`src/rtl/ssd_pkg.sv`:
```
package ssd_pkg;

  // Display geometry and field widths
  localparam int unsigned DIGIT_COUNT = 3;
  localparam int unsigned DIGIT_W     = $clog2(DIGIT_COUNT);
  localparam int unsigned SEG_W       = 8;
  localparam int unsigned CNT_W       = 16;
  localparam int unsigned CFG_IDX_W   = 1;

  // Configuration register indexes
  localparam logic [CFG_IDX_W-1:0] CFG_IDLE_TIMEOUT = 1'b0;
  localparam logic [CFG_IDX_W-1:0] CFG_BLINK_HALF   = 1'b1;

  // Configuration reset values
  localparam logic [CNT_W-1:0] IDLE_TIMEOUT_RST = 16'd2000;
  localparam logic [CNT_W-1:0] BLINK_HALF_RST   = 16'd100;

  // Segment codes
  localparam logic [SEG_W-1:0] SEG_NONE = 8'h00;
  localparam logic [SEG_W-1:0] SEG_E    = 8'h79;

  // Fault code clamp range
  localparam logic [7:0] FAULT_MIN = 8'd1;
  localparam logic [7:0] FAULT_MAX = 8'd20;
  localparam logic [7:0] SOC_FULL  = 8'd100;

  // Segment bytes of one display, ones digit at index 0
  typedef logic [DIGIT_COUNT-1:0][SEG_W-1:0] digits_t;

  typedef struct packed {
    digits_t charge;
    digits_t fault;
  } enc_t;

  typedef struct packed {
    logic [CNT_W-1:0] idle_timeout;
    logic [CNT_W-1:0] blink_half;
  } cfg_t;

  localparam digits_t CHARGE_RST = {SEG_NONE, SEG_NONE, 8'h3F};
  localparam digits_t FAULT_RST  = {SEG_E, 8'h3F, 8'h06};

  // Decimal digit to segment byte
  function automatic logic [SEG_W-1:0] seg_font(input logic [3:0] d);
    logic [SEG_W-1:0] s;
    case (d)
      4'd0:    s = 8'h3F;
      4'd1:    s = 8'h06;
      4'd2:    s = 8'h5B;
      4'd3:    s = 8'h4F;
      4'd4:    s = 8'h66;
      4'd5:    s = 8'h6D;
      4'd6:    s = 8'h7D;
      4'd7:    s = 8'h07;
      4'd8:    s = 8'h7F;
      4'd9:    s = 8'h6F;
      default: s = SEG_NONE;
    endcase
    return s;
  endfunction

  // Split a value below 100 into tens and ones: tens by reciprocal multiply
  function automatic logic [7:0] dec_split(input logic [6:0] v);
    logic [14:0] prod;
    logic [3:0]  tens;
    logic [6:0]  tens10;
    logic [3:0]  ones;
    prod   = {8'd0, v} * 15'd205;
    tens   = prod[14:11];
    tens10 = {3'd0, tens} * 7'd10;
    ones   = 4'(v - tens10);
    return {tens, ones};
  endfunction

endpackage

```
`src/rtl/ssd_encode.sv`:
```
module ssd_encode
  import ssd_pkg::*;
(
  input  logic [7:0] charge_percent_i,
  input  logic [7:0] fault_number_i,
  output enc_t       enc_o
);

  logic [7:0] soc_split;
  logic [7:0] fault_clamp;
  logic [7:0] fault_split;

  assign soc_split = dec_split(charge_percent_i[6:0]);

  // Fault digits: clamp the code, then E, tens, ones
  always_comb begin
    if (fault_number_i < FAULT_MIN) begin
      fault_clamp = FAULT_MIN;
    end else if (fault_number_i > FAULT_MAX) begin
      fault_clamp = FAULT_MAX;
    end else begin
      fault_clamp = fault_number_i;
    end
  end

  assign fault_split = dec_split(fault_clamp[6:0]);

  // Charge digits: full scale shows as 1 0 0, else blank leading zero
  always_comb begin
    if (charge_percent_i >= SOC_FULL) begin
      enc_o.charge = {seg_font(4'd1), seg_font(4'd0), seg_font(4'd0)};
    end else begin
      enc_o.charge[0] = seg_font(soc_split[3:0]);
      enc_o.charge[1] = (soc_split[7:4] == 4'd0) ? SEG_NONE : seg_font(soc_split[7:4]);
      enc_o.charge[2] = SEG_NONE;
    end
    enc_o.fault[0] = seg_font(fault_split[3:0]);
    enc_o.fault[1] = (fault_split[7:4] == 4'd0) ? SEG_NONE : seg_font(fault_split[7:4]);
    enc_o.fault[2] = SEG_E;
  end

endmodule

```
`src/rtl/ssd_scan.sv`:
```
module ssd_scan
  import ssd_pkg::*;
(
  input  logic             clk_i,
  input  logic             rst_ni,
  input  logic             adv_i,
  input  logic             command_i,
  input  logic             show_fault_i,
  input  logic             wake_n_i,
  input  enc_t             enc_i,
  input  cfg_t             cfg_i,
  output logic [SEG_W-1:0] segments_o,
  output logic [2:0]       digit_enable_o
);

  logic                   fault_mode_q, fault_mode_d;
  digits_t                charge_q, charge_d;
  digits_t                fault_q, fault_d;
  logic [CNT_W-1:0]       blink_cnt_q, blink_cnt_d;
  logic                   phase_q, phase_d;
  logic [DIGIT_W-1:0]     scan_q, scan_d;
  logic [CNT_W-1:0]       idle_cnt_q, idle_cnt_d;
  logic                   on_q, on_d;
  logic [SEG_W-1:0]       latched_q, latched_d;
  logic [2:0]             pins_q, pins_d;

  logic [CNT_W-1:0]       idle_inc;
  logic [CNT_W-1:0]       blink_inc;
  logic [DIGIT_W-1:0]     idx;
  logic [SEG_W-1:0]       seg;

  assign idle_inc  = idle_cnt_q + 1'b1;
  assign blink_inc = blink_cnt_q + 1'b1;
  assign idx       = (scan_q >= DIGIT_W'(DIGIT_COUNT)) ? '0 : scan_q;

  // Per beat: an update loads caches, a tick scans a digit or blanks pins
  always_comb begin
    fault_mode_d = fault_mode_q;
    charge_d     = charge_q;
    fault_d      = fault_q;
    blink_cnt_d  = blink_cnt_q;
    phase_d      = phase_q;
    scan_d       = scan_q;
    idle_cnt_d   = idle_cnt_q;
    on_d         = on_q;
    latched_d    = latched_q;
    pins_d       = pins_q;
    seg          = SEG_NONE;

    if (command_i) begin
      fault_mode_d = show_fault_i;
      charge_d     = enc_i.charge;
      if (show_fault_i) begin
        fault_d = enc_i.fault;
      end
    end else begin
      // Idle timeout, then wake override
      idle_cnt_d = idle_inc;
      if (idle_inc >= cfg_i.idle_timeout) begin
        idle_cnt_d = '0;
        on_d       = 1'b0;
      end
      if (!wake_n_i) begin
        idle_cnt_d = '0;
        on_d       = 1'b1;
      end

      if (!on_d) begin
        pins_d = '0;
        scan_d = '0;
      end else begin
        // Advance blink phase in fault mode, hold at zero otherwise
        if (fault_mode_q) begin
          blink_cnt_d = blink_inc;
          if (blink_inc >= cfg_i.blink_half) begin
            blink_cnt_d = '0;
            phase_d     = ~phase_q;
          end
        end else begin
          blink_cnt_d = '0;
          phase_d     = 1'b0;
        end

        seg       = (fault_mode_q && !phase_d) ? fault_q[idx] : charge_q[idx];
        latched_d = seg;
        pins_d    = (seg != SEG_NONE) ? (3'b100 >> idx) : 3'b000;
        scan_d    = (idx == DIGIT_W'(DIGIT_COUNT - 1)) ? '0 : idx + 1'b1;
      end
    end
  end

  // Commit state on an advancing beat
  always_ff @(posedge clk_i or negedge rst_ni) begin
    if (!rst_ni) begin
      fault_mode_q <= 1'b0;
      charge_q     <= CHARGE_RST;
      fault_q      <= FAULT_RST;
      blink_cnt_q  <= '0;
      phase_q      <= 1'b0;
      scan_q       <= '0;
      idle_cnt_q   <= '0;
      on_q         <= 1'b1;
      latched_q    <= SEG_NONE;
      pins_q       <= '0;
    end else if (adv_i) begin
      fault_mode_q <= fault_mode_d;
      charge_q     <= charge_d;
      fault_q      <= fault_d;
      blink_cnt_q  <= blink_cnt_d;
      phase_q      <= phase_d;
      scan_q       <= scan_d;
      idle_cnt_q   <= idle_cnt_d;
      on_q         <= on_d;
      latched_q    <= latched_d;
      pins_q       <= pins_d;
    end
  end

  assign segments_o     = latched_q;
  assign digit_enable_o = pins_q;

endmodule

```
`src/rtl/three_digit_seven_segment_scanner_core.sv`:
```
// Three-digit multiplexed seven-segment display driver, common cathode.
// Input channel (in_valid_i/in_ready_o): one beat is either an update
// (command_i = 1: mode, charge percent, fault code) or a scan tick
// (command_i = 0, with the active-low wake_n_i). Every input beat gives
// exactly one output beat (out_valid_o/out_ready_i) carrying the latched
// segment byte and the three digit drive pins; an update repeats the
// current latch; a tick scans the next digit, or blanks the pins when off.
// Configuration channel (cfg_valid_i/cfg_ready_o) is always ready; index 0
// sets the idle timeout, index 1 the blink half period, both in ticks.
// Write it only while no beat is in flight.
// The input register feeds the state update, whose registers drive the
// outputs. Throughput is one beat per cycle. If the receiver stalls,
// the output beat holds, the input register fills, and in_ready_o drops
// until it drains.
// Reset clears both stages, restores the register defaults (2000, 100),
// shows 0 in charge mode, and turns the display on with all pins off.
module three_digit_seven_segment_scanner_core
  import ssd_pkg::*;
(
  input  logic                 clk_i,
  input  logic                 rst_ni,
  input  logic                 in_valid_i,
  output logic                 in_ready_o,
  input  logic                 command_i,
  input  logic                 show_fault_i,
  input  logic [7:0]           charge_percent_i,
  input  logic [7:0]           fault_number_i,
  input  logic                 wake_n_i,
  output logic                 out_valid_o,
  input  logic                 out_ready_i,
  output logic [SEG_W-1:0]     segments_o,
  output logic [2:0]           digit_enable_o,
  input  logic                 cfg_valid_i,
  output logic                 cfg_ready_o,
  input  logic [CFG_IDX_W-1:0] cfg_index_i,
  input  logic [CNT_W-1:0]     cfg_data_i
);

  logic       in_valid_q;
  logic       command_q;
  logic       show_fault_q;
  logic [7:0] charge_percent_q;
  logic [7:0] fault_number_q;
  logic       wake_n_q;
  logic       out_valid_q;
  logic       adv;
  cfg_t       cfg_q;
  enc_t       enc;

  // Stage handshake: advance when the output slot is free or being taken
  assign adv         = in_valid_q && (!out_valid_q || out_ready_i);
  assign in_ready_o  = !in_valid_q || adv;
  assign out_valid_o = out_valid_q;
  assign cfg_ready_o = 1'b1;

  // Input register valid
  always_ff @(posedge clk_i or negedge rst_ni) begin
    if (!rst_ni) begin
      in_valid_q <= 1'b0;
    end else if (in_ready_o) begin
      in_valid_q <= in_valid_i;
    end
  end

  // Input register payload
  always_ff @(posedge clk_i) begin
    if (in_valid_i && in_ready_o) begin
      command_q        <= command_i;
      show_fault_q     <= show_fault_i;
      charge_percent_q <= charge_percent_i;
      fault_number_q   <= fault_number_i;
      wake_n_q         <= wake_n_i;
    end
  end

  // Output beat valid: set on advance, drop when taken
  always_ff @(posedge clk_i or negedge rst_ni) begin
    if (!rst_ni) begin
      out_valid_q <= 1'b0;
    end else if (adv) begin
      out_valid_q <= 1'b1;
    end else if (out_ready_i) begin
      out_valid_q <= 1'b0;
    end
  end

  // Configuration registers
  always_ff @(posedge clk_i or negedge rst_ni) begin
    if (!rst_ni) begin
      cfg_q.idle_timeout <= IDLE_TIMEOUT_RST;
      cfg_q.blink_half   <= BLINK_HALF_RST;
    end else if (cfg_valid_i) begin
      unique case (cfg_index_i)
        CFG_IDLE_TIMEOUT: cfg_q.idle_timeout <= cfg_data_i;
        CFG_BLINK_HALF:   cfg_q.blink_half   <= cfg_data_i;
        default:          ;
      endcase
    end
  end

  ssd_encode u_encode (
    .charge_percent_i (charge_percent_q),
    .fault_number_i   (fault_number_q),
    .enc_o            (enc)
  );

  ssd_scan u_scan (
    .clk_i          (clk_i),
    .rst_ni         (rst_ni),
    .adv_i          (adv),
    .command_i      (command_q),
    .show_fault_i   (show_fault_q),
    .wake_n_i       (wake_n_q),
    .enc_i          (enc),
    .cfg_i          (cfg_q),
    .segments_o     (segments_o),
    .digit_enable_o (digit_enable_o)
  );

endmodule

```
`config.mk`:
```
export PLATFORM = sky130hd
export DESIGN_NAME = three_digit_seven_segment_scanner_core
export DESIGN_NICKNAME = d
export VERILOG_FILES = /design/src/rtl/ssd_pkg.sv /design/src/rtl/ssd_encode.sv /design/src/rtl/ssd_scan.sv /design/src/rtl/three_digit_seven_segment_scanner_core.sv
export SDC_FILE = /design/constraint.sdc
export NUM_CORES = 1
export LEC_CHECK = 0
export ABC_AREA = 1
export BUFFER_PORTS_ARGS = -buffer_cell sky130_fd_sc_hd__buf_2
export CAP_MARGIN = 20
export CORE_AREA = 2 2 149 224
export DETAILED_ROUTE_END_ITERATION = 10
export DIE_AREA = 0 0 151 226
export GPL_TIMING_DRIVEN = 0
export PLACE_DENSITY = 0.55
export SKIP_CTS_REPAIR_TIMING = 1
export SLEW_MARGIN = 10
export SYNTH_ARGS = -nofsm -noshare
export SYNTH_HDL_FRONTEND = slang
export SYNTH_SLANG_ARGS = --single-unit
export TNS_END_PERCENT = 5
```
`constraint.sdc`:
```
create_clock -name clk_i -period 12.2 [get_ports clk_i]
set_clock_uncertainty 0.15 [all_clocks]
set_input_delay 3.66 -clock clk_i [delete_from_list [all_inputs] [get_ports clk_i]]
set_output_delay 3.66 -clock clk_i [all_outputs]
set_load 0.03 [all_outputs]
```
# == After elaboration in Yosys (flattened, before gate mapping) ==
# Memory sizes are Yosys's and may differ from the RTL's. A register that Yosys moved wholly into a read port is not among the register bits.
# Index checks and enable logic that the tools add are counted.
# W data, S select, Z words.
# word_totals
out_inout_bits,14
romBits,448
inputBits,41
ff_bits,141
wordCells,94
mem_count,4
# memory_table
name,words,width,rd,rd_clocked_by_memory_dff,write_ports,line_no,source
(no name shown),16,7,1,0,0,ssd_pkg.sv:46,case (d)
(no name shown),16,7,1,0,0,ssd_pkg.sv:46,
(no name shown),16,7,1,1,0,ssd_pkg.sv:46,
(no name shown),16,7,1,0,0,ssd_pkg.sv:46,
# op_classes
add_sub_neg,5
bitwise_logic,3
n_eq_ne,1
n_shift,1
n_lt_le_gt_ge,7
n_mux,28
n_mul,4
reduce_logical,19
# ops
operator,n
$mux W16,4
$mux W8,5
$add A16 B1 Y16 const B,2
$bmux W8 S2,2
$ge A16 B16 Y1,2
$mul A7 B8 Y15 const B,2
$mux W19,1
$mux W7,2
$mux W1,9
$ge A8 B7 Y1 const B,1
$gt A8 B5 Y1 const B,1
$logic_not A4 Y1,2
$lt A8 B1 Y1 const B,1
$mul A4 B3 Y3 const B,2
$reduce_and A2 Y1,4
$reduce_bool A8 Y1,1
$sub A4 B4 Y4,2
$mux W2,3
$mux W3,2
$reduce_and A3 Y1,2
$logic_not A1 Y1,4
$logic_and A1 B1 Y1,3
$lt A2 B3 Y1 const B,1
$not A1 Y1,3
other kinds (6),7

# == Depth between registers and ports, before layout ==
# Gate-level depths: netlist of run 1.
# logic_depth
depth_word,13
mapped_depth,32
depth_no_buf,32

# == Modules after synthesis ==
# Synthesis of run 1 repeated with hierarchy kept, for this count alone.
# hier_totals
hier_cells,1305
area_unflattened_um2,10975.5
# modules_own_cells
module,instances,area_each_um2,seq_area_each_um2,cells_per_inst
ssd_scan,1,5627.9,2427.3,669
ssd_encode,1,3344.5,0.0,463
three_digit_seven_segment_scanner_core,1,2003.2,1432.6,173

# == Worst setup path after synthesis of run 1 ==
# Ideal clock, no wire load.
# synth_timing
path_type,input port to output port
from,input port out_ready_i
to,output port in_ready_o
required_ps,8390
path_buffers,0
arrival_time_ps,3982
path_slack_ps,4408
stages,2
cell_sequence,inv_1 -> nand3_1
# synth_via
elab_chain_len,3
# synth_lines
item,line_no,source
start: declaration,three_digit_seven_segment_scanner_core.sv:30,"input logic out_ready_i,"
$logic_or A1 B1 Y1,three_digit_seven_segment_scanner_core.sv:51,assign adv = in_valid_q && (!out_valid_q || out_ready_i);
$logic_and A1 B1 Y1,three_digit_seven_segment_scanner_core.sv:51,
$logic_or A1 B1 Y1,three_digit_seven_segment_scanner_core.sv:52,assign in_ready_o = !in_valid_q || adv;
end: declaration,three_digit_seven_segment_scanner_core.sv:23,"output logic in_ready_o,"
# Every way passes these cells.

# == Worst setup path after layout of run 1 ==
# Ends and elaborated chain as after synthesis.

==> results.txt, run 1 <==
----------------------------------------------------
[Floorplanning]
  Horiz. Die Dim ... about 150 microns
  # rows ... 81
  Effective utilization at floorplan ... 0.2965
  Die span in y ... approximately 230 microns
  I/O pin cnt ... 55
  Area of the placeable core ... 0.03223 sq mm
  Die Outline Area ... between 0.03 and 0.04 sq mm

[Min path]
  Cell depth of the worst min-delay path ... 2
  Worst min-delay path class ... flop to flop
  Worst-case hold path end point ... u_scan.fault_q[11]
  Min-delay src ... u_scan.fault_q[11]

[Layout]
  Signed area change from the synthesized netlist to the final layout ... 14.48%
  Antenna Diode Count ... 0
  Final net count ... between 1000 and 1500
  Footprint of the flip-flops and latches ... approximately 0.0034 sq mm
  Filler cells ... 3388
  Combined area of the multi-input logic cells ... 0.005354 sq mm
  Non-filler instance count after layout ... around 1700
  Share of layout cells above drive strength 1 ... 0.1435

[Clocking]
  Clock root buffer master ... sky130_fd_sc_hd__clkbuf_16
  Clock tree from TritonCTS ... yes
  H-Tree Level Count ... 4
  Insertion delay of the later-clocked pin in the worst-skew pair ... 0.42 ns
  Clock buffer count from CTS ... 17
  Deepest clock path buffer count ... 2
  Clock-pin transition on the worst setup and hold timing paths ... 0.05 ns
  Number of sinks handled by clock tree synthesis ... 129

[Routing]
  Per-cell routed wire length ... 12.52 microns
  Post-detailed-route via-to-cell ratio ... 4.483
  Total number of vias ... 7482
  Remaining routing DRC violations ... 0
  Detailed-router iteration count before antenna repair ... 4
  DRT antenna net count ... 0
  First DRT Iteration DRCs ... 206
  WL final ... 20900 microns

[GRT]
  Pin count of the biggest net entering global routing ... 68
  Global-route wire length before repair ... 36020 microns
  Vias in the first global route ... 7609
  Antenna violations before repair ... 0
  Global-route usage over all layers ... 0.1321
  Remaining Overflow, GRT ... 0

[Yosys]
  Most used flip-flop cell after synthesis ... sky130_fd_sc_hd__dfrtp_1
  Synth unique cells ... 54
  Combinational family with the most area after synthesis ... simple AND/OR/NAND/NOR gates
  Portion of the post-synthesis area used by sequential elements ... 0.3510
  Number of synthesis warnings ... 0
  Mean instance size in the synthesized netlist ... 8.222 sq um
  Fraction of registers with async set or reset after synthesis ... 0.8527
  Simple-gate portion of the synthesized area ... 0.2086
  Area fraction in compound gates after synthesis ... 0.1130
  Xor/xnor cell area share of the yosys netlist ... 0.02855
  Share of cell area taken by muxes after synthesis ... 0
  Netlist Area Pre-Place ... 0.009554 sq mm
  Number of enable flip-flop cells after synthesis ... 19
  Adder-cell share of the synthesized area ... 0.2067
  Post-synthesis cell count ... 1162
  Count of state elements after synthesis ... 129

[Placed design]
  Number of cells in the design after placement ... 1637
  Place WS ... 4.288 ns
  GP Congestion ... 0.7947
  Post-detailed-placement half-perimeter wirelength ... around 17000 microns
  Count of buffers inserted at the top-level ports ... 52

[Worst setup path]
  Data arrival, critical path ... 4.11 ns
  Crit path launch ... out_ready_i
  Crit path required time ... 8.39 ns
  Maximum fanout along the worst path ... 3
  Number of cell instances on the worst register-to-register path ... 30
  Reg-to-reg setup timing slack ... 6.47 ns
  Kind of critical path ... input pin to primary output
  Origin of the critical flop-to-flop path ... fault_number_q[2]
  Critical register-to-register path endpoint ... u_scan.fault_q[0]
  Type of origin of the critical path ... input pin
  Crit. End Element ... primary output

[Power]
  Worst ir drop on vdd ... between 90 and 100 uV
  Pwr Density ... 183.9 mW/mm^2
  Total design power ... 2.011 mW
  Leak Pwr ... 5.676 nW

[Timing]
  F_max ... 126.3 MHz
  Final Slew Violations ... 0
  Transition time of the tightest slew-check pin ... about 0.77 ns
  Final period demand of the worst path ... 7.915 ns
  Number of endpoints with negative hold slack in the final report ... 0
  Final total negative setup slack ... 0 ns
  Unrepaired setup endpoints after global routing ... false
  Share of the clock period used by the worst path after layout ... 0.6488
  Setup violations, final ... 0
  Worst Slack Setup Final ... 4.285 ns
  Worst slew margin relative to its limit ... 0.4880

[Outcome]
  Run status ... completed

[Flow run]
  Maximum Capacitance Violations ... 0

----------------------------------------------------
-- cell families after synthesis --
kind of cell	count (synthesis)
compound gates	194
xor+xnor	26
fa+ha+maj	147
buf+inv	228
flops	129
other cells	2
simple gates	436
-- synth_stat cells (4+ instances only) --
library cell | number | share of area
sky130_fd_sc_hd__inv_1 | 190 | 0.075
sky130_fd_sc_hd__a32o_1 | 4 | 0.0042
sky130_fd_sc_hd__nand3_1 | 72 | 0.038
sky130_fd_sc_hd__buf_2 | 6 | 0.0031
sky130_fd_sc_hd__nand2_1 | 250 | 0.098
sky130_fd_sc_hd__nor3_2 | 5 | 0.0052
sky130_fd_sc_hd__nand2_2 | 11 | 0.0072
sky130_fd_sc_hd__clkbuf_1 | 14 | 0.0055
sky130_fd_sc_hd__o32ai_1 | 8 | 0.0073
sky130_fd_sc_hd__a21oi_1 | 43 | 0.023
sky130_fd_sc_hd__o21ai_1 | 17 | 0.0089
sky130_fd_sc_hd__fa_1 | 18 | 0.038
sky130_fd_sc_hd__nand4_1 | 6 | 0.0039
sky130_fd_sc_hd__o21ai_0 | 103 | 0.054
sky130_fd_sc_hd__or2_2 | 7 | 0.0046
sky130_fd_sc_hd__dfstp_2 | 24 | 0.066
sky130_fd_sc_hd__ha_1 | 129 | 0.17
sky130_fd_sc_hd__dfrtp_1 | 86 | 0.23
sky130_fd_sc_hd__edfxtp_1 | 19 | 0.060
sky130_fd_sc_hd__xor2_1 | 22 | 0.020
sky130_fd_sc_hd__nor2_1 | 61 | 0.024
sky130_fd_sc_hd__inv_2 | 11 | 0.0043
sky130_fd_sc_hd__nand3_2 | 6 | 0.0063
-- critical path: stages --
cell,delay [ns]
sky130_fd_sc_hd__buf_2,0.09
sky130_fd_sc_hd__inv_1,0.06
sky130_fd_sc_hd__nand3_1,0.10
sky130_fd_sc_hd__buf_2,0.20
-- power by group --
part	switching (mW)	leakage, nW	internal, mW
combinational	0.581	3.88	0.337
clock	0.206	0.256	0.267
sequential	0.0661	1.54	0.554
-- worst max path at each step --
stage | end | slack (ns) | cells after the start
floorplan | in_ready_o | 4.41 | 2
detailed placement | in_ready_o | 4.29 | 4
finish | in_ready_o | 4.28 | 4
global placement | in_ready_o | 4.29 | 4
global route | in_ready_o | 4.26 | 4
CTS | in_ready_o | 4.28 | 4
-- state kept, by name (all words and copies together), names as in the netlist, 2 cells and up --
register / cells
u_scan.segments_o: 7
u_scan.fault_q: 14
u_scan.charge_q: 15
u_scan.digit_enable_o: 3
cfg_q: 32
fault_number_q: 8
charge_percent_q: 8
u_scan.idle_cnt_q: 16
u_scan.blink_cnt_q: 16
u_scan.scan_q: 2
-- per-stage QoR --
step | hold slack [ns] | util | cell area (sq um)
CTS | 0.3280 | 0.3394 | 10940
detailed placement | 0.3101 | 0.3225 | 10390
finish | 0.3245 | 0.3394 | 10940
global route | 0.3395 | 0.3394 | 10940
global placement | 0.3144 | 0.3215 | 10360
floorplan | 0.2937 | - | 9580
-- cells in the final DEF, fill, tap and decap left out, types with 11 or more instances in the layout --
cell                        netlist  routed
sky130_fd_sc_hd__buf_2            6      57
sky130_fd_sc_hd__nand3_1         72      72
sky130_fd_sc_hd__ha_1           129     129
sky130_fd_sc_hd__a21oi_1         43      43
sky130_fd_sc_hd__o21ai_0        103     103
sky130_fd_sc_hd__xor2_1          22      22
sky130_fd_sc_hd__nand2_1        250     250
sky130_fd_sc_hd__dfstp_2         24      24
sky130_fd_sc_hd__clkbuf_16        0      17
sky130_fd_sc_hd__clkbuf_1        14      14
sky130_fd_sc_hd__nor2_1          61      61
sky130_fd_sc_hd__inv_1          190     190
sky130_fd_sc_hd__o21ai_1         17      17
sky130_fd_sc_hd__nand2_2         11      11
sky130_fd_sc_hd__edfxtp_1        19      19
sky130_fd_sc_hd__inv_2           11      11
sky130_fd_sc_hd__dfrtp_1         86      86
sky130_fd_sc_hd__fa_1            18      18
-- cell type report --
class,count,area share
multi-input cells,812,0.4895
flip-flops and latches,129,0.3066
inverters,205,0.07058
well taps,415,0.04747
clock buffers,18,0.04015
repair buffers,53,0.02688
clock inverters,14,0.009609
plain buffers,23,0.009266
-- routing by layer --
| layer | part of all wire | routed length (microns) | up-vias | global-route usage |
|---|---|---|---|---|
| li1 | - | - | 3920 | - |
| met2 | 0.53 | 10980 | 111 | 0.2453 |
| met4 | 0.023 | 476 | 0 | 0.04703 |
| met1 | 0.42 | 8741 | 3421 | 0.1498 |
| met3 | 0.033 | 692 | 30 | 0.02263 |
| met5 | 0 | 0 | - | 0 |
No activity file was read; power rests on OpenSTA's default activity.
==> run 2, diff against run 1 <==
PLACE_DENSITY = 0.56   (was 0.55)
clock period = 6.5 ns   (was 12.2 ns; I/O delays follow)
==> results.txt, run 2 (synthesis gave the netlist of run 1 again) <==
----------------------------------------------------
[Clocking]
  Clock root buffer master ... sky130_fd_sc_hd__clkbuf_16
  Insertion delay of the later-clocked pin in the worst-skew pair ... 0.42 ns (about the same)
  Clock buffer count from CTS ... 17 (unchanged)
  Clock tree from TritonCTS ... yes
  H-Tree Level Count ... 4 (unchanged)
  Number of sinks handled by clock tree synthesis ... 129 (unchanged)
  Deepest clock path buffer count ... 2 (unchanged)
  Clock-pin transition on the worst setup and hold timing paths ... 0.06 ns (about the same)

[Placed design]
  Count of buffers inserted at the top-level ports ... 52 (unchanged)
  GP Congestion ... 0.7971 (+0.30%)
  Cell area after placement ... 0.01039 sq mm (unchanged)
  Post-detailed-placement half-perimeter wirelength ... 16970 microns (about the same)

[GRT]
  Global-route wire length before repair ... 36000 microns (about the same)
  Antenna violations before repair ... 0 (unchanged)
  Vias in the first global route ... 7669 (+0.79%)
  Global-route usage over all layers ... 0.1313 (-0.0007971)
  Remaining Overflow, GRT ... 0 (unchanged)
  Pin count of the biggest net entering global routing ... 68 (unchanged)

[Layout]
  Finished Cell Area ... 0.01100 sq mm (+0.55%)
  Leading cell type in the layout, fill and taps excluded ... sky130_fd_sc_hd__nand2_1
  Signed area change from the synthesized netlist to the final layout ... 15.11%
  Final cell utilization of the core ... 0.3413 (+0.001863)
  Most frequent cells in the layout ... sky130_fd_sc_hd__nand2_1 (250), sky130_fd_sc_hd__inv_1 (190), sky130_fd_sc_hd__ha_1 (129)
  Filler cells ... 3404 (+0.47%)
  Antenna Diode Count ... 0 (unchanged)
  Flip-flop count of the largest register after layout ... 32 (unchanged)
  Share of layout cells above drive strength 1 ... 0.1435 (unchanged)
  Biggest registers after layout ... cfg_q (32), u_scan.blink_cnt_q (16), u_scan.idle_cnt_q (16)
  Final net count ... 1429 (unchanged)
  Most flops, register ... cfg_q

[Timing]
  Final Slew Violations ... 0 (unchanged)
  Setup violations, final ... 0 (unchanged)
  Share of the clock period used by the worst path after layout ... 0.8816
  Final total negative setup slack ... 0 ns (unchanged)
  Transition time of the tightest slew-check pin ... 0.7821 ns (+0.01495 ns)
  Number of endpoints with negative hold slack in the final report ... 0 (unchanged)
  Final period demand of the worst path ... 5.730 ns
  Worst slew margin relative to its limit ... 0.4767 (-0.01133)
  F_max ... 174.5 MHz
  Unrepaired setup endpoints after global routing ... false
  Worst hold slack ... 0.3238 ns (-0.0006980 ns)

[Outcome]
  Run status ... completed

[Routing]
  Post-detailed-route via-to-cell ratio ... 4.526 (+0.96%)
  Remaining routing DRC violations ... 0 (unchanged)
  Detailed-router iteration count before antenna repair ... 4 (unchanged)
  WL final ... 21010 microns (+0.54%)
  Total number of vias ... 7554 (+0.96%)
  First DRT Iteration DRCs ... 196 (-4.9%)
  DRT antenna net count ... 0 (unchanged)
  Per-cell routed wire length ... 12.59 microns (+0.54%)

[Worst setup path]
  Maximum fanout along the worst path ... 9 (+6)
  Critical Path Max Stage Delay ... 0.48 ns (+0.28 ns)
  Reg-to-reg setup timing slack ... 0.77 ns (-5.70 ns)
  End point of the critical path ... u_scan.fault_q[0]
  CP bufs+invs ... 5 (+2)
  Crit path required time ... 6.70 ns (-1.69 ns)
  Type of origin of the critical path ... flop
  Most frequent cell on the critical path ... sky130_fd_sc_hd__nand2_1
  Kind of critical path ... flop to flop
  Category of cells accounting for the largest share of critical-path delay ... adder cells
  Critical-path top delay cell ... sky130_fd_sc_hd__fa_1
  Stages on worst setup path ... 30 (+26)
  Data arrival, critical path ... 5.93 ns (+1.82 ns)
  Origin of the critical flop-to-flop path ... fault_number_q[2]
  Number of cell instances on the worst register-to-register path ... 30 (unchanged)
  Crit path launch ... fault_number_q[2]
  Crit. End Element ... flop
  Critical register-to-register path endpoint ... u_scan.fault_q[0]

[Flow run]
  Maximum Capacitance Violations ... 0 (unchanged)

[Floorplanning]
  Die span in y ... 226 microns (unchanged)
  # rows ... 81 (unchanged)
  Die Outline Area ... 0.03413 sq mm (unchanged)
  Area of the placeable core ... 0.03223 sq mm (unchanged)
  I/O pin cnt ... 55 (unchanged)
  Horiz. Die Dim ... 151 microns (unchanged)
  Effective utilization at floorplan ... 0.2965 (unchanged)

[Power]
  Leak Pwr ... 5.717 nW (+0.72%)
  Total design power ... 3.873 mW (+93%)
  Worst ir drop on vdd ... 182.1 uV (+94%)
  Pwr Density ... 352.1 mW/mm^2 (+92%)

[Min path]
  Worst min-delay path class ... flop to flop

----------------------------------------------------
## run 2: layout make-up
type                       instances  area [sq um]  area share
buffer                            23         101.3    0.009215
inverter                         205         772.0     0.07019
multi-input combinational        812          5354      0.4868
clock buffer                      18         450.4     0.04096
timing repair buffer              53         294.0     0.02674
clock inverter                    14         153.9     0.01399
sequential                       129          3353      0.3049
tap                              415         519.2     0.04721
## run 2: tightest hold or removal path: cells and delay by family, from the launching register on
kind,cells,cell delay (ns)
AND/OR/NAND/NOR,1,0.05
flip-flops,1,0.37
AO/OA/AOI/OAI,1,0.05
## run 2: stage by stage
stage,setup slack [ns],instances
3_3_place_gp,0.7323,1636
6_report,0.7699,1669
4_1_cts,0.7093,1669
2_1_floorplan,1.395,1169
3_5_place_dp,0.7439,1637
5_1_grt,0.2011,1669
## run 2: worst min-delay path by stage
| stage | from | to | slack, ns | cells after the start |
|---|---|---|---|---|
| after global placement | u_scan.segments_o[6] | u_scan.segments_o[6] | 0.31 | 2 |
| after detailed placement | u_scan.digit_enable_o[1] | u_scan.digit_enable_o[1] | 0.32 | 2 |
| after global routing | u_scan.fault_q[11] | u_scan.fault_q[11] | 0.34 | 2 |
| after floorplan | u_scan.fault_q[0] | u_scan.fault_q[0] | 0.29 | 2 |
| final | u_scan.fault_q[11] | u_scan.fault_q[11] | 0.32 | 2 |
| after CTS | u_scan.fault_q[11] | u_scan.fault_q[11] | 0.33 | 2 |
## run 2: metal layers
| layer | global-route usage | part of all wire | up-vias |
|---|---|---|---|
| met4 | 0.03889 | 0.017 | 0 |
| met5 | 0 | 0 | - |
| li1 | - | - | 3921 |
| met1 | 0.1490 | 0.43 | 3503 |
| met3 | 0.02101 | 0.027 | 26 |
| met2 | 0.2485 | 0.53 | 104 |
## run 2: power by group
| part | total (mW) | switching (mW) | internal, mW | leakage, nW |
|---|---|---|---|---|
| clock | 0.981 | 0.388 | 0.593 | 0.297 |
| sequential | 1.16 | 0.125 | 1.04 | 1.54 |
| combinational | 1.73 | 1.09 | 0.634 | 3.88 |
==> run 3, diff against run 2 <==
CORE_AREA = 2 2 160 240   (was 2 2 149 224)
CTS_CLUSTER_DIAMETER = 50   (was unset)
DIE_AREA = 0 0 162 242   (was 0 0 151 226)
REMOVE_ABC_BUFFERS = 1   (was unset)
SYNTH_HIERARCHICAL = 1   (was unset)
==> results.txt, run 3 <==
----------------------------------------------------
[Routing]
  First DRT Iteration DRCs ... 361 (+84%)
  WL final ... 22930 microns (+9.1%)
  DRT antenna net count ... 0 (unchanged)
  Detailed-router iteration count before antenna repair ... 4 (unchanged)
  Per-cell routed wire length ... 12.35 microns (-1.9%)
  Total number of vias ... 8230 (+8.9%)
  Post-detailed-route via-to-cell ratio ... 4.432 (-2.1%)
  Remaining routing DRC violations ... 0 (unchanged)

[Timing]
  Setup violations, final ... 0 (unchanged)
  Unrepaired setup endpoints after global routing ... false
  Final total negative setup slack ... 0 ns (unchanged)
  F_max ... 168.8 MHz (-3.3%)
  Worst Slack Setup Final ... 0.5773 ns (-0.1926 ns)
  Final period demand of the worst path ... 5.923 ns (+0.1926 ns)
  Transition time of the tightest slew-check pin ... 0.8488 ns (+0.06677 ns)
  Final Slew Violations ... 0 (unchanged)
  Worst slew margin relative to its limit ... 0.4335 (-0.04321)
  Number of endpoints with negative hold slack in the final report ... 0 (unchanged)
  Share of the clock period used by the worst path after layout ... 0.9112 (+0.02963)

[Floorplanning]
  # rows ... 87 (+7.4%)
  Effective utilization at floorplan ... 0.2948 (-0.001634)
  Horiz. Die Dim ... 162 microns (+7.3%)
  Area of the placeable core ... 0.03723 sq mm (+16%)
  Die span in y ... 242 microns (+7.1%)
  I/O pin cnt ... 55 (unchanged)
  Die Outline Area ... 0.03920 sq mm (+15%)

[Layout]
  Share of layout cells above drive strength 1 ... 0.1791 (+0.03555)
  Antenna Diode Count ... 0 (unchanged)
  Signed area change from the synthesized netlist to the final layout ... 11.89%
  Flip-flop count of the largest register after layout ... 32 (unchanged)
  Most frequent cells in the layout ... sky130_fd_sc_hd__nand2_1 (330), sky130_fd_sc_hd__inv_1 (172), sky130_fd_sc_hd__ha_1 (129)
  Biggest registers after layout ... cfg_q (32), u_scan/charge_q (24), u_scan/fault_q (24)
  Non-filler instance count after layout ... 1857 (+11%)
  Leading cell type in the layout, fill and taps excluded ... sky130_fd_sc_hd__nand2_1
  Final cell utilization of the core ... 0.3299 (-0.01138)
  Final net count ... 1543 (+8.0%)
  Most flops, register ... cfg_q

[Yosys]
  Portion of the post-synthesis area used by sequential elements ... 0.3517 (+0.0007181)
  Synth unique cells ... 57 (+5.6%)
  Most frequent cells after synthesis ... sky130_fd_sc_hd__nand2_1 (330), sky130_fd_sc_hd__inv_1 (172), sky130_fd_sc_hd__ha_1 (129), sky130_fd_sc_hd__dfrtp_1 (101), sky130_fd_sc_hd__nand3_1 (83)
  Mean instance size in the synthesized netlist ... 8.410 sq um (+2.3%)
  Post-synthesis cell count ... 1305 (+12%)
  Count of state elements after synthesis ... 149 (+16%)
  Area share of the largest cell type after synthesis ... 0.2303 (+0.005029)
  Number of synthesis warnings ... 6 (+6)
  Fraction of registers with async set or reset after synthesis ... 0.8725 (+0.01977)
  Largest cells by area after synthesis ... sky130_fd_sc_hd__dfrtp_1 (23%), sky130_fd_sc_hd__ha_1 (15%), sky130_fd_sc_hd__nand2_1 (11%), sky130_fd_sc_hd__dfstp_2 (6.9%), sky130_fd_sc_hd__inv_1 (5.9%)
  Post-synthesis cell type with the largest combined area ... sky130_fd_sc_hd__dfrtp_1
  Number of enable flip-flop cells after synthesis ... 19 (unchanged)
  Most instantiated library cell after synthesis ... sky130_fd_sc_hd__nand2_1
  Netlist Area Pre-Place ... 0.01098 sq mm (+15%)
  Most used flip-flop cell after synthesis ... sky130_fd_sc_hd__dfrtp_1

[Worst setup path]
  Maximum fanout along the worst path ... 6 (-3)
  Most frequent cell on the critical path ... sky130_fd_sc_hd__nand2_1
  Data arrival, critical path ... 6.07 ns (+0.14 ns)
  Type of origin of the critical path ... flop
  Critical Path Max Stage Delay ... 0.50 ns (+0.02 ns)
  Crit. End Element ... flop
  Kind of critical path ... flop to flop
  Number of cell instances on the worst register-to-register path ... 28 (-6.7%)
  Critical-path top delay cell ... sky130_fd_sc_hd__fa_1
  Crit path required time ... 6.65 ns (-0.05 ns)

[Placed design]
  Number of cells in the design after placement ... 1823 (+11%)
  GP Congestion ... 0.8342 (+4.7%)
  Post-detailed-placement half-perimeter wirelength ... 18010 microns (+6.1%)
  Place WS ... 0.5937 ns (-0.1501 ns)
  Count of buffers inserted at the top-level ports ... 53 (+1.9%)

[Flow run]
  Maximum Capacitance Violations ... 0 (unchanged)

[Clocking]
  Clock tree from TritonCTS ... yes
  Clock-pin transition on the worst setup and hold timing paths ... 0.06 ns (about the same)
  H-Tree Level Count ... 4 (unchanged)
  Clock root buffer master ... sky130_fd_sc_hd__clkbuf_16
  Number of sinks handled by clock tree synthesis ... 149 (+16%)
  Deepest clock path buffer count ... 2 (unchanged)
  Insertion delay of the later-clocked pin in the worst-skew pair ... 0.43 ns (about the same)
  Clock buffer count from CTS ... 17 (unchanged)

[GRT]
  Global-route wire length before repair ... 39350 microns (+9.3%)
  Pin count of the biggest net entering global routing ... 80 (+18%)
  Global-route usage over all layers ... 0.1215 (-0.009818)
  Antenna violations before repair ... 0 (unchanged)
  Vias in the first global route ... 8436 (+10%)
  Remaining Overflow, GRT ... 0 (unchanged)

[Power]
  Leak Pwr ... 6.431 nW (+12%)
  Pwr Density ... 328.9 mW/mm^2 (-6.6%)
  Total design power ... 4.039 mW (+4.3%)
  Worst ir drop on vdd ... 167.1 uV (-8.3%)

[Outcome]
  Run status ... completed

[Min path]
  Worst min-delay path class ... flop to flop
  Cell depth of the worst min-delay path ... 2 (unchanged)

----------------------------------------------------
-- run 3: logic make-up after synthesis --
kind of cell,count (synthesis),synth area share
compound gates,146,0.07923
xor+xnor,27,0.02291
fa+ha+maj,147,0.1799
buf+inv,238,0.09473
flops,149,0.3517
mux,21,0.02155
other cells,3,0.001026
simple gates,574,0.2490
-- run 3: worst paths after layout --
check / to / startpoint / slack (ns)
worst max-delay path: u_scan/fault_q[3] / fault_number_q[2] / 0.58
worst max register to register: u_scan/fault_q[3] / fault_number_q[2] / 0.58
worst min-delay path: cfg_q[5] / cfg_q[5] / 0.32
min in group asynchronous: u_scan/blink_cnt_q[9] / rst_ni / 1.31
worst min register to register: cfg_q[5] / cfg_q[5] / 0.32
max in group asynchronous: u_scan/charge_q[1] / rst_ni / 4.08
-- run 3: final cells by class --
class	instances	area, sq um
fill	3949	24950
multi-input combinational	941	6162
sequential	149	3860
inverter	190	720.7
tap	489	611.8
clock buffer	18	439.2
timing repair buffer	56	334.1
clock inverter	14	152.6
-- run 3: through the flow --
stage | hold WS, ns | instance area [sq um]
floorplan | 0.2919 | 10740
global placement | 0.3039 | 11620
detailed placement | 0.3063 | 11650
CTS | 0.3173 | 12250
global route | 0.3292 | 12280
finish | 0.3173 | 12280
-- run 3: power by group --
part           leakage, nW  internal [mW]  total (mW)  switching [mW]
clock                0.296          0.556       0.988           0.432
sequential            1.78           1.18        1.30           0.123
combinational         4.35          0.671        1.75            1.07
total                 6.43           2.41        4.04            1.63
-- run 3: metal layers --
metal / GRT usage / wire length, microns
met5: 0 / 0
met2: 0.2245 / 11790
met4: 0.04112 / 486
met3: 0.01661 / 668
met1: 0.1424 / 9988
-- run 3: worst max-delay path, delay by kind of cell, from the launching register on --
| family | cells | cell delay, ns |
|---|---|---|
| multiplexers | 1 | 0.26 |
| flip-flops | 1 | 0.42 |
| AO/OA/AOI/OAI | 1 | 0.28 |
| buffers and inverters | 5 | 0.62 |
| adder cells (fa/ha/maj) | 7 | 2.41 |
| XOR/XNOR | 1 | 0.19 |
| AND/OR/NAND/NOR | 13 | 1.46 |
